`config.mk`:
```
export PLATFORM = sky130hd
export DESIGN_NAME = sm3_hash_engine
export DESIGN_NICKNAME = d
export VERILOG_FILES = /design/src/hdl/sm3_pkg.sv /design/src/hdl/sm3_round.sv /design/src/hdl/sm3_core.sv /design/src/hdl/sm3_hash_engine.sv
export SDC_FILE = /design/constraint.sdc
export NUM_CORES = 2
export LEC_CHECK = 0
export CORE_ASPECT_RATIO = 1.25
export CORE_MARGIN = 1
export CORE_UTILIZATION = 34
export DETAILED_ROUTE_END_ITERATION = 8
export DONT_BUFFER_PORTS = 1
export PLACE_DENSITY = 0.45
export SETUP_SLACK_MARGIN = 0.5
export SYNTH_ARGS = -nofsm -noshare
export SYNTH_HDL_FRONTEND = slang
export SYNTH_HIERARCHICAL = 1
export SYNTH_SLANG_ARGS = --single-unit
```
`constraint.sdc`:
```
create_clock -name clk -period 52.6 [get_ports clk]
set_clock_uncertainty 0.2 [all_clocks]
set_input_delay 0 -clock clk [delete_from_list [all_inputs] [get_ports clk]]
set_output_delay 0 -clock clk [all_outputs]
set_load 0.05 [all_outputs]
```
`src/hdl/sm3_pkg.sv`:
```
// SM3 hash engine package: constants, shared types and the rotate and
// permutation helpers used by the round unit and the compression core.
// Depends on nothing.
package sm3_pkg;

    localparam logic [31:0] T_LOW   = 32'h79cc4519;
    localparam logic [31:0] T_HIGH  = 32'h7a879d8a;
    localparam logic [7:0]  PAD_BYTE = 8'h80;

    localparam int BLOCK_BYTES = 64;
    localparam int POS_W       = $clog2(BLOCK_BYTES);
    localparam logic [POS_W-1:0] LEN_POS   = POS_W'(56);
    localparam logic [POS_W-1:0] LAST_POS  = POS_W'(BLOCK_BYTES - 1);

    localparam int ROUNDS  = 64;
    localparam int ROUND_W = $clog2(ROUNDS);
    localparam logic [ROUND_W-1:0] LAST_ROUND  = ROUND_W'(ROUNDS - 1);
    localparam logic [ROUND_W-1:0] LAST_EARLY  = ROUND_W'(15);

    // The bit length is 64 bits wide, so 61 bits of byte count suffice.
    localparam int CNT_W = 61;

    typedef struct packed {
        logic [31:0] a;
        logic [31:0] b;
        logic [31:0] c;
        logic [31:0] d;
        logic [31:0] e;
        logic [31:0] f;
        logic [31:0] g;
        logic [31:0] h;
    } sm3_words_t;

    localparam sm3_words_t SM3_IV = '{
        a: 32'h7380166F, b: 32'h4914B2B9, c: 32'h172442D7, d: 32'hDA8A0600,
        e: 32'hA96F30BC, f: 32'h163138AA, g: 32'hE38DEE4D, h: 32'hB0FB0E4E
    };

    typedef struct packed {
        logic start;
        logic iv_load;
    } sm3_ctrl_t;

    typedef struct packed {
        logic busy;
        logic done;
    } sm3_stat_t;

    // Rotate left; callers only use constant amounts between 1 and 31.
    function automatic logic [31:0] rotl(input logic [31:0] x, input int n);
        return (x << n) | (x >> (32 - n));
    endfunction

    function automatic logic [31:0] p0(input logic [31:0] x);
        return x ^ rotl(x, 9) ^ rotl(x, 17);
    endfunction

    function automatic logic [31:0] p1(input logic [31:0] x);
        return x ^ rotl(x, 15) ^ rotl(x, 23);
    endfunction

endpackage

```
`src/hdl/sm3_round.sv`:
```
// SM3 round unit: one compression round on the eight working words.
// Depends on sm3_pkg.
module sm3_round (
    input  sm3_pkg::sm3_words_t cur,
    input  logic [31:0]         w,
    input  logic [31:0]         w4,
    input  logic [31:0]         t_rot,
    input  logic                early,
    output sm3_pkg::sm3_words_t nxt
);
    import sm3_pkg::*;

    logic [31:0] a12;
    logic [31:0] ss1;
    logic [31:0] ss2;
    logic [31:0] ff;
    logic [31:0] gg;
    logic [31:0] tt1;
    logic [31:0] tt2;

    always_comb
    begin
        a12 = rotl(cur.a, 12);
        ss1 = rotl(a12 + cur.e + t_rot, 7);
        ss2 = ss1 ^ a12;
        if (early)
        begin
            ff = cur.a ^ cur.b ^ cur.c;
            gg = cur.e ^ cur.f ^ cur.g;
        end
        else
        begin
            ff = (cur.a & cur.b) | (cur.a & cur.c) | (cur.b & cur.c);
            gg = (cur.e & cur.f) | (~cur.e & cur.g);
        end
        tt1 = ff + cur.d + ss2 + (w ^ w4);
        tt2 = gg + cur.h + ss1 + w;

        nxt.a = tt1;
        nxt.b = cur.a;
        nxt.c = rotl(cur.b, 9);
        nxt.d = cur.c;
        nxt.e = p0(tt2);
        nxt.f = cur.e;
        nxt.g = rotl(cur.f, 19);
        nxt.h = cur.g;
    end

endmodule

```
`src/hdl/sm3_core.sv`:
```
// SM3 compression core: a 16-word expansion window and the shared round
// unit run one round per clock, then fold into the chaining value.
// Depends on sm3_pkg and sm3_round.
module sm3_core (
    input  logic                clk,
    input  logic                rst_n,
    input  sm3_pkg::sm3_ctrl_t  ctrl,
    input  logic [511:0]        block,
    output sm3_pkg::sm3_stat_t  stat,
    output sm3_pkg::sm3_words_t chain
);
    import sm3_pkg::*;

    typedef enum logic [2:0] {
        C_IDLE  = 3'b001,
        C_ROUND = 3'b010,
        C_FOLD  = 3'b100
    } core_state_t;

    core_state_t          state_reg, state_next;
    logic [ROUND_W-1:0]   round_reg, round_next;
    sm3_words_t           chain_reg, chain_next;
    sm3_words_t           work_reg, work_next;
    logic [15:0][31:0]    win_reg, win_next;
    logic [31:0]          t_reg, t_next;
    sm3_words_t           round_out;
    logic [31:0]          exp_word;

    sm3_round u_round (
        .cur   (work_reg),
        .w     (win_reg[0]),
        .w4    (win_reg[4]),
        .t_rot (t_reg),
        .early (round_reg <= LAST_EARLY),
        .nxt   (round_out)
    );

    // Word j+16 of the expansion from the window that holds words j to j+15.
    assign exp_word = p1(win_reg[0] ^ win_reg[7] ^ rotl(win_reg[13], 15))
                      ^ rotl(win_reg[3], 7) ^ win_reg[10];

    always_comb
    begin
        state_next = state_reg;
        round_next = round_reg;
        chain_next = chain_reg;
        work_next  = work_reg;
        win_next   = win_reg;
        t_next     = t_reg;
        case (state_reg)
            C_IDLE:
            begin
                if (ctrl.start)
                begin
                    for (int i = 0; i < 16; i++)
                    begin
                        win_next[i] = block[511 - 32 * i -: 32];
                    end
                    work_next  = chain_reg;
                    round_next = '0;
                    t_next     = T_LOW;
                    state_next = C_ROUND;
                end
                else if (ctrl.iv_load)
                begin
                    chain_next = SM3_IV;
                end
            end
            C_ROUND:
            begin
                work_next = round_out;
                for (int i = 0; i < 15; i++)
                begin
                    win_next[i] = win_reg[i + 1];
                end
                win_next[15] = exp_word;
                // The round constant rotates by one each round; the second
                // constant enters already rotated by sixteen.
                t_next     = (round_reg == LAST_EARLY) ? rotl(T_HIGH, 16) : rotl(t_reg, 1);
                round_next = round_reg + 1'b1;
                if (round_reg == LAST_ROUND)
                begin
                    state_next = C_FOLD;
                end
            end
            C_FOLD:
            begin
                chain_next = sm3_words_t'(chain_reg ^ work_reg);
                state_next = C_IDLE;
            end
            default:
            begin
                state_next = C_IDLE;
            end
        endcase
    end

    always_ff @(posedge clk or negedge rst_n)
    begin
        if (!rst_n)
        begin
            state_reg <= C_IDLE;
            round_reg <= '0;
            chain_reg <= SM3_IV;
        end
        else
        begin
            state_reg <= state_next;
            round_reg <= round_next;
            chain_reg <= chain_next;
        end
    end

    always_ff @(posedge clk)
    begin
        work_reg <= work_next;
        win_reg  <= win_next;
        t_reg    <= t_next;
    end

    assign stat.busy = (state_reg != C_IDLE);
    assign stat.done = (state_reg == C_FOLD);
    assign chain     = chain_reg;

`ifndef SYNTHESIS
    a_start_idle: assert property (@(posedge clk) disable iff (!rst_n)
        ctrl.start |-> state_reg == C_IDLE)
        else $error("compression started while the core is busy");

    a_last_round: assert property (@(posedge clk) disable iff (!rst_n)
        (state_reg == C_ROUND && round_reg == LAST_ROUND) |=> state_reg == C_FOLD)
        else $error("fold did not follow the last round");

    a_done_frees: assert property (@(posedge clk) disable iff (!rst_n)
        stat.done |=> !stat.busy)
        else $error("core still busy after fold");
`endif

endmodule

```
`src/hdl/sm3_hash_engine.sv`:
```
// SM3 hash engine top level: byte packing, padding sequencer and digest
// output register around the compression core.
// Depends on sm3_pkg, sm3_round and sm3_core.
//
//  channel | dir | payload                         | accepted when
//  s_*     | in  | tdata=data_byte, tuser=has_byte | s_tvalid && s_tready
//          |     | tlast=last_byte                 |
//  m_*     | out | tdata=digest_0..digest_3        | m_tvalid && m_tready
//
// A plain byte is simply absorbed into the block buffer. The byte that fills a
// block adds a start state, the 64 rounds of the shared round unit and a fold
// state. A final item adds the pad bytes up to the length field, one or two
// compressions and a digest step.
// Reset loads the initial value and clears the byte count; no clearing pass.
// The digest waits in the output register; only a second digest that finds
// it still untaken holds the sequencer, and s_tready is low meanwhile.
module sm3_hash_engine (
    input  logic         clk,
    input  logic         rst_n,
    input  logic         s_tvalid,
    output logic         s_tready,
    input  logic [7:0]   s_tdata,   // [7:0] data_byte
    input  logic         s_tuser,   // [0] has_byte
    input  logic         s_tlast,
    output logic         m_tvalid,
    input  logic         m_tready,
    output logic [255:0] m_tdata    // [63:0] digest_0, [127:64] digest_1,
                                    // [191:128] digest_2, [255:192] digest_3
);
    import sm3_pkg::*;

    typedef enum logic [6:0] {
        ST_IDLE  = 7'b0000001,
        ST_PAD80 = 7'b0000010,
        ST_PADZ  = 7'b0000100,
        ST_LEN   = 7'b0001000,
        ST_KICK  = 7'b0010000,
        ST_WAIT  = 7'b0100000,
        ST_FIN   = 7'b1000000
    } top_state_t;

    top_state_t         state_reg, state_next;
    top_state_t         ret_reg, ret_next;
    logic [POS_W-1:0]   pos_reg, pos_next;
    logic [CNT_W-1:0]   count_reg, count_next;
    logic [511:0]       buf_reg, buf_next;
    logic               out_valid_reg, out_valid_next;
    logic [255:0]       out_reg, out_next;
    sm3_ctrl_t          core_ctrl;
    sm3_stat_t          core_stat;
    sm3_words_t         chain;
    logic               accept;
    logic               slot_free;

    sm3_core u_core (
        .clk   (clk),
        .rst_n (rst_n),
        .ctrl  (core_ctrl),
        .block (buf_reg),
        .stat  (core_stat),
        .chain (chain)
    );

    assign s_tready  = (state_reg == ST_IDLE);
    assign accept    = s_tvalid && s_tready;
    assign slot_free = !out_valid_reg || m_tready;

    always_comb
    begin
        state_next     = state_reg;
        ret_next       = ret_reg;
        pos_next       = pos_reg;
        count_next     = count_reg;
        buf_next       = buf_reg;
        out_next       = out_reg;
        out_valid_next = out_valid_reg && !m_tready;
        core_ctrl      = '0;
        case (state_reg)
            ST_IDLE:
            begin
                if (accept)
                begin
                    if (s_tuser)
                    begin
                        buf_next   = {buf_reg[503:0], s_tdata};
                        pos_next   = pos_reg + 1'b1;
                        count_next = count_reg + 1'b1;
                        if (pos_reg == LAST_POS)
                        begin
                            ret_next   = s_tlast ? ST_PAD80 : ST_IDLE;
                            state_next = ST_KICK;
                        end
                        else if (s_tlast)
                        begin
                            state_next = ST_PAD80;
                        end
                    end
                    else if (s_tlast)
                    begin
                        state_next = ST_PAD80;
                    end
                end
            end
            ST_PAD80:
            begin
                buf_next = {buf_reg[503:0], PAD_BYTE};
                pos_next = pos_reg + 1'b1;
                if (pos_reg == LAST_POS)
                begin
                    ret_next   = ST_PADZ;
                    state_next = ST_KICK;
                end
                else
                begin
                    state_next = ST_PADZ;
                end
            end
            ST_PADZ:
            begin
                // Zero fill runs to the length field, through an extra block
                // when the pad byte landed past it.
                if (pos_reg == LEN_POS)
                begin
                    state_next = ST_LEN;
                end
                else
                begin
                    buf_next = {buf_reg[503:0], 8'h00};
                    pos_next = pos_reg + 1'b1;
                    if (pos_reg == LAST_POS)
                    begin
                        ret_next   = ST_PADZ;
                        state_next = ST_KICK;
                    end
                end
            end
            ST_LEN:
            begin
                buf_next   = {buf_reg[447:0], count_reg, 3'b000};
                pos_next   = '0;
                ret_next   = ST_FIN;
                state_next = ST_KICK;
            end
            ST_KICK:
            begin
                core_ctrl.start = 1'b1;
                state_next      = ST_WAIT;
            end
            ST_WAIT:
            begin
                if (core_stat.done)
                begin
                    state_next = ret_reg;
                end
            end
            ST_FIN:
            begin
                if (slot_free)
                begin
                    out_next          = {chain.g, chain.h, chain.e, chain.f,
                                         chain.c, chain.d, chain.a, chain.b};
                    out_valid_next    = 1'b1;
                    core_ctrl.iv_load = 1'b1;
                    count_next        = '0;
                    pos_next          = '0;
                    state_next        = ST_IDLE;
                end
            end
            default:
            begin
                state_next = ST_IDLE;
            end
        endcase
    end

    always_ff @(posedge clk or negedge rst_n)
    begin
        if (!rst_n)
        begin
            state_reg     <= ST_IDLE;
            ret_reg       <= ST_IDLE;
            pos_reg       <= '0;
            count_reg     <= '0;
            out_valid_reg <= 1'b0;
        end
        else
        begin
            state_reg     <= state_next;
            ret_reg       <= ret_next;
            pos_reg       <= pos_next;
            count_reg     <= count_next;
            out_valid_reg <= out_valid_next;
        end
    end

    always_ff @(posedge clk)
    begin
        buf_reg <= buf_next;
        out_reg <= out_next;
    end

    assign m_tvalid = out_valid_reg;
    assign m_tdata  = out_reg;

`ifndef SYNTHESIS
    a_ready_core_idle: assert property (@(posedge clk) disable iff (!rst_n)
        s_tready |-> !core_stat.busy)
        else $error("input ready while a block is being compressed");

    a_done_in_wait: assert property (@(posedge clk) disable iff (!rst_n)
        core_stat.done |-> state_reg == ST_WAIT)
        else $error("compression finished outside the wait state");

    a_len_fills_block: assert property (@(posedge clk) disable iff (!rst_n)
        state_reg == ST_LEN |=> (pos_reg == '0 && state_reg == ST_KICK))
        else $error("length field did not complete the block");
`endif

endmodule

```
==> flow_metrics.tcl <==
set metrics [dict create \
    status "complete, no violations" \
    grt_pass1_vias 59200 \
    cp_top_family "compound AO/OA/AOI/OAI gates" \
    wl_per_cell_um 25.2 \
    instances_no_fill 11800 \
    num_vias 60500 \
    grt_overflow 0 \
    hold_viol 0 \
    p_leak_nw 37.2 \
    cts_resized 0 \
    cts_root_buf "clkbuf_16" \
    min_period_ns 8.58 \
    syn_area_per_cell_um2 11.6 \
    max_cap_violations 0 \
    antenna_found_initial 7 \
    post-route-period-util_pct 16.3 \
    drive_above_1_share_pct 13.2 \
    track_usage_pct 20.9 \
    hold_ws_ns 0.0207 \
    hp-class "in2async" \
    clk_latency_ns 0.89 \
    critPathCaptureType "flop" \
    die-width_um 475 \
    grt_pass1_wl_mm 431 \
    max_slew_margin_pct 6.31 \
    irDropWorstVdd_v 0.0000282 \
    critical_path_class "reg2reg" \
    rsz0062_at_grt "no" \
    die_h_um 593 \
    ant_nets 0 \
    io_buffer_count 0 \
    fillCellCount 26900 \
    synth_nets 8508 \
    clockBufferDepth 4 \
    dieArea_mm2 0.282 \
    setup_viol 0 \
    ios 272 \
    path_buf_inv 3 \
    fin_setup_tns_ns 0 \
    power.density_mw_per_mm2 43.4 \
    syn_area_mm2 0.0951 \
    slowest_stage "or4b_2" \
    wl_mm 297 \
    cts.clk_slew.worst_paths_ns 0.06 \
    hpwlAfterDp_mm 206 \
    cts_tree "done" \
    grt_max_degree 273 \
    drc_errors 0 \
    avgViaCountPerCell 5.13 \
    core.rowCount 216 \
    max_stage_delay_ns 0.62 \
    startpoint_type "flop" \
    htree_levels 4 \
    design.core.area_mm2 0.278 \
    worstPathRequired_ns 53.02 \
    syn_to_final_growth_pct 9.67 \
    syn_inst 8210 \
    start_util_pct 34.3 \
    dr.pass1.iters 7 \
    final_util_pct 37.6 \
    cts_made_buffers 210 \
    dpl.cell_count 11400 \
    ys_warn_count 6 \
    finalMaxSlewViolations 0 \
    critPathMaxFanout 6 \
    max_freq_mhz 117 \
    clock-sinks 1912 \
    worst_pin_slew_ns 1.40 \
    fin_nets 8223 \
    cp_common_cell "fa_1" \
    place.gp.congestion 0.905 \
    drtIter0Drc 4659 \
    crit_arrival_ns 9.00 \
]
[cell usage in the layout, fill, tap and decap left out, types with 18 or more instances in the layout]
cell type      count
nand2_1         2587
edfxtp_1        1568
mux2_2           521
a21oi_1          369
o31ai_1          297
xnor2_1          288
o21ai_0          238
dfrtp_1          221
clkbuf_16        213
inv_1            191
fa_1             188
dfstp_2          122
o21ai_1          122
xor2_1           103
ha_1              96
nor2_1            93
buf_4             72
nand3_1           59
a21o_1            48
clkbuf_1          45
or4_1             34
clkinv_2          34
xnor3_1           34
nand3b_1          32
maj3_1            30
dlygate4sd3_1     29
nand4_1           27
a31oi_1           27
mux2i_1           26
clkinv_1          25
bufinv_16         25
o21a_1            24
or3_1             19
o211ai_1          18
[where the power goes]
group	switching, mW	total (mW)	internal [mW]
Clock	0.632	1.50	0.870
Sequential	0.154	2.06	1.90
Combinational	0.569	0.965	0.397
[repair_timing]
item                                   in CTS  in global routing
endpoints found under the hold margin     453                  0
hold buffers                               31                  0
setup buffers                               0                  0
[worst min-delay path, stage by stage]
cell and delay [ns]:
dlygate4sd3_1 0.53, dlygate4sd3_1 0.66, buf_16 0.19
[layer usage]
layer	vias up	GRT usage [%]	wire length, um
met3	355	2.39	10900
met1	30800	26.8	126000
met4	0	6.85	10300
met2	1355	36.3	150000
met5	-	0	0
li1	28000	-	-
[metrics by stage]
stage                     area, um^2  total power [mW]  setup WS (ns)
after floorplan                95100              2.89          28.20
after global placement         97100              3.04          44.04
after detailed placement       97100              3.05          44.06
after CTS                     104000              4.58          44.01
after global routing          104000              4.74          43.61
final                         104000              4.53          44.02
[path summary, 6_finish.rpt]
| kind | start | endpoint | slack, ns | depth (start not counted) |
|---|---|---|---|---|
| min in group clk | m_tready | count_reg[45] | 0.19 | 5 |
| min | rst_n | state_reg[5] | 0.02 | 3 |
| max reg2reg | u_core/work_reg[245] | u_core/work_reg[254] | 44.02 | 28 |
| max in group asynchronous | rst_n | u_core/chain[183] | 50.30 | 5 |
| max | u_core/work_reg[245] | u_core/work_reg[254] | 44.02 | 28 |
| min reg2reg | u_core/win_reg[92] | u_core/win_reg[60] | 0.27 | 2 |
[final cells by class]
cell class / count / area [um^2] / area share (%)
Tap cell: 3706 / 4640 / 4.45
Clock buffer: 263 / 5570 / 5.34
Clock inverter: 107 / 1220 / 1.17
Inverter: 193 / 739 / 0.709
Antenna cell: 3 / 7.51 / 0.00720
Timing Repair Buffer: 116 / 1160 / 1.11
Multi-Input combinational cell: 5492 / 35100 / 33.7
Sequential cell: 1912 / 55800 / 53.5
Note: power is estimated with default switching activity, not from simulation.
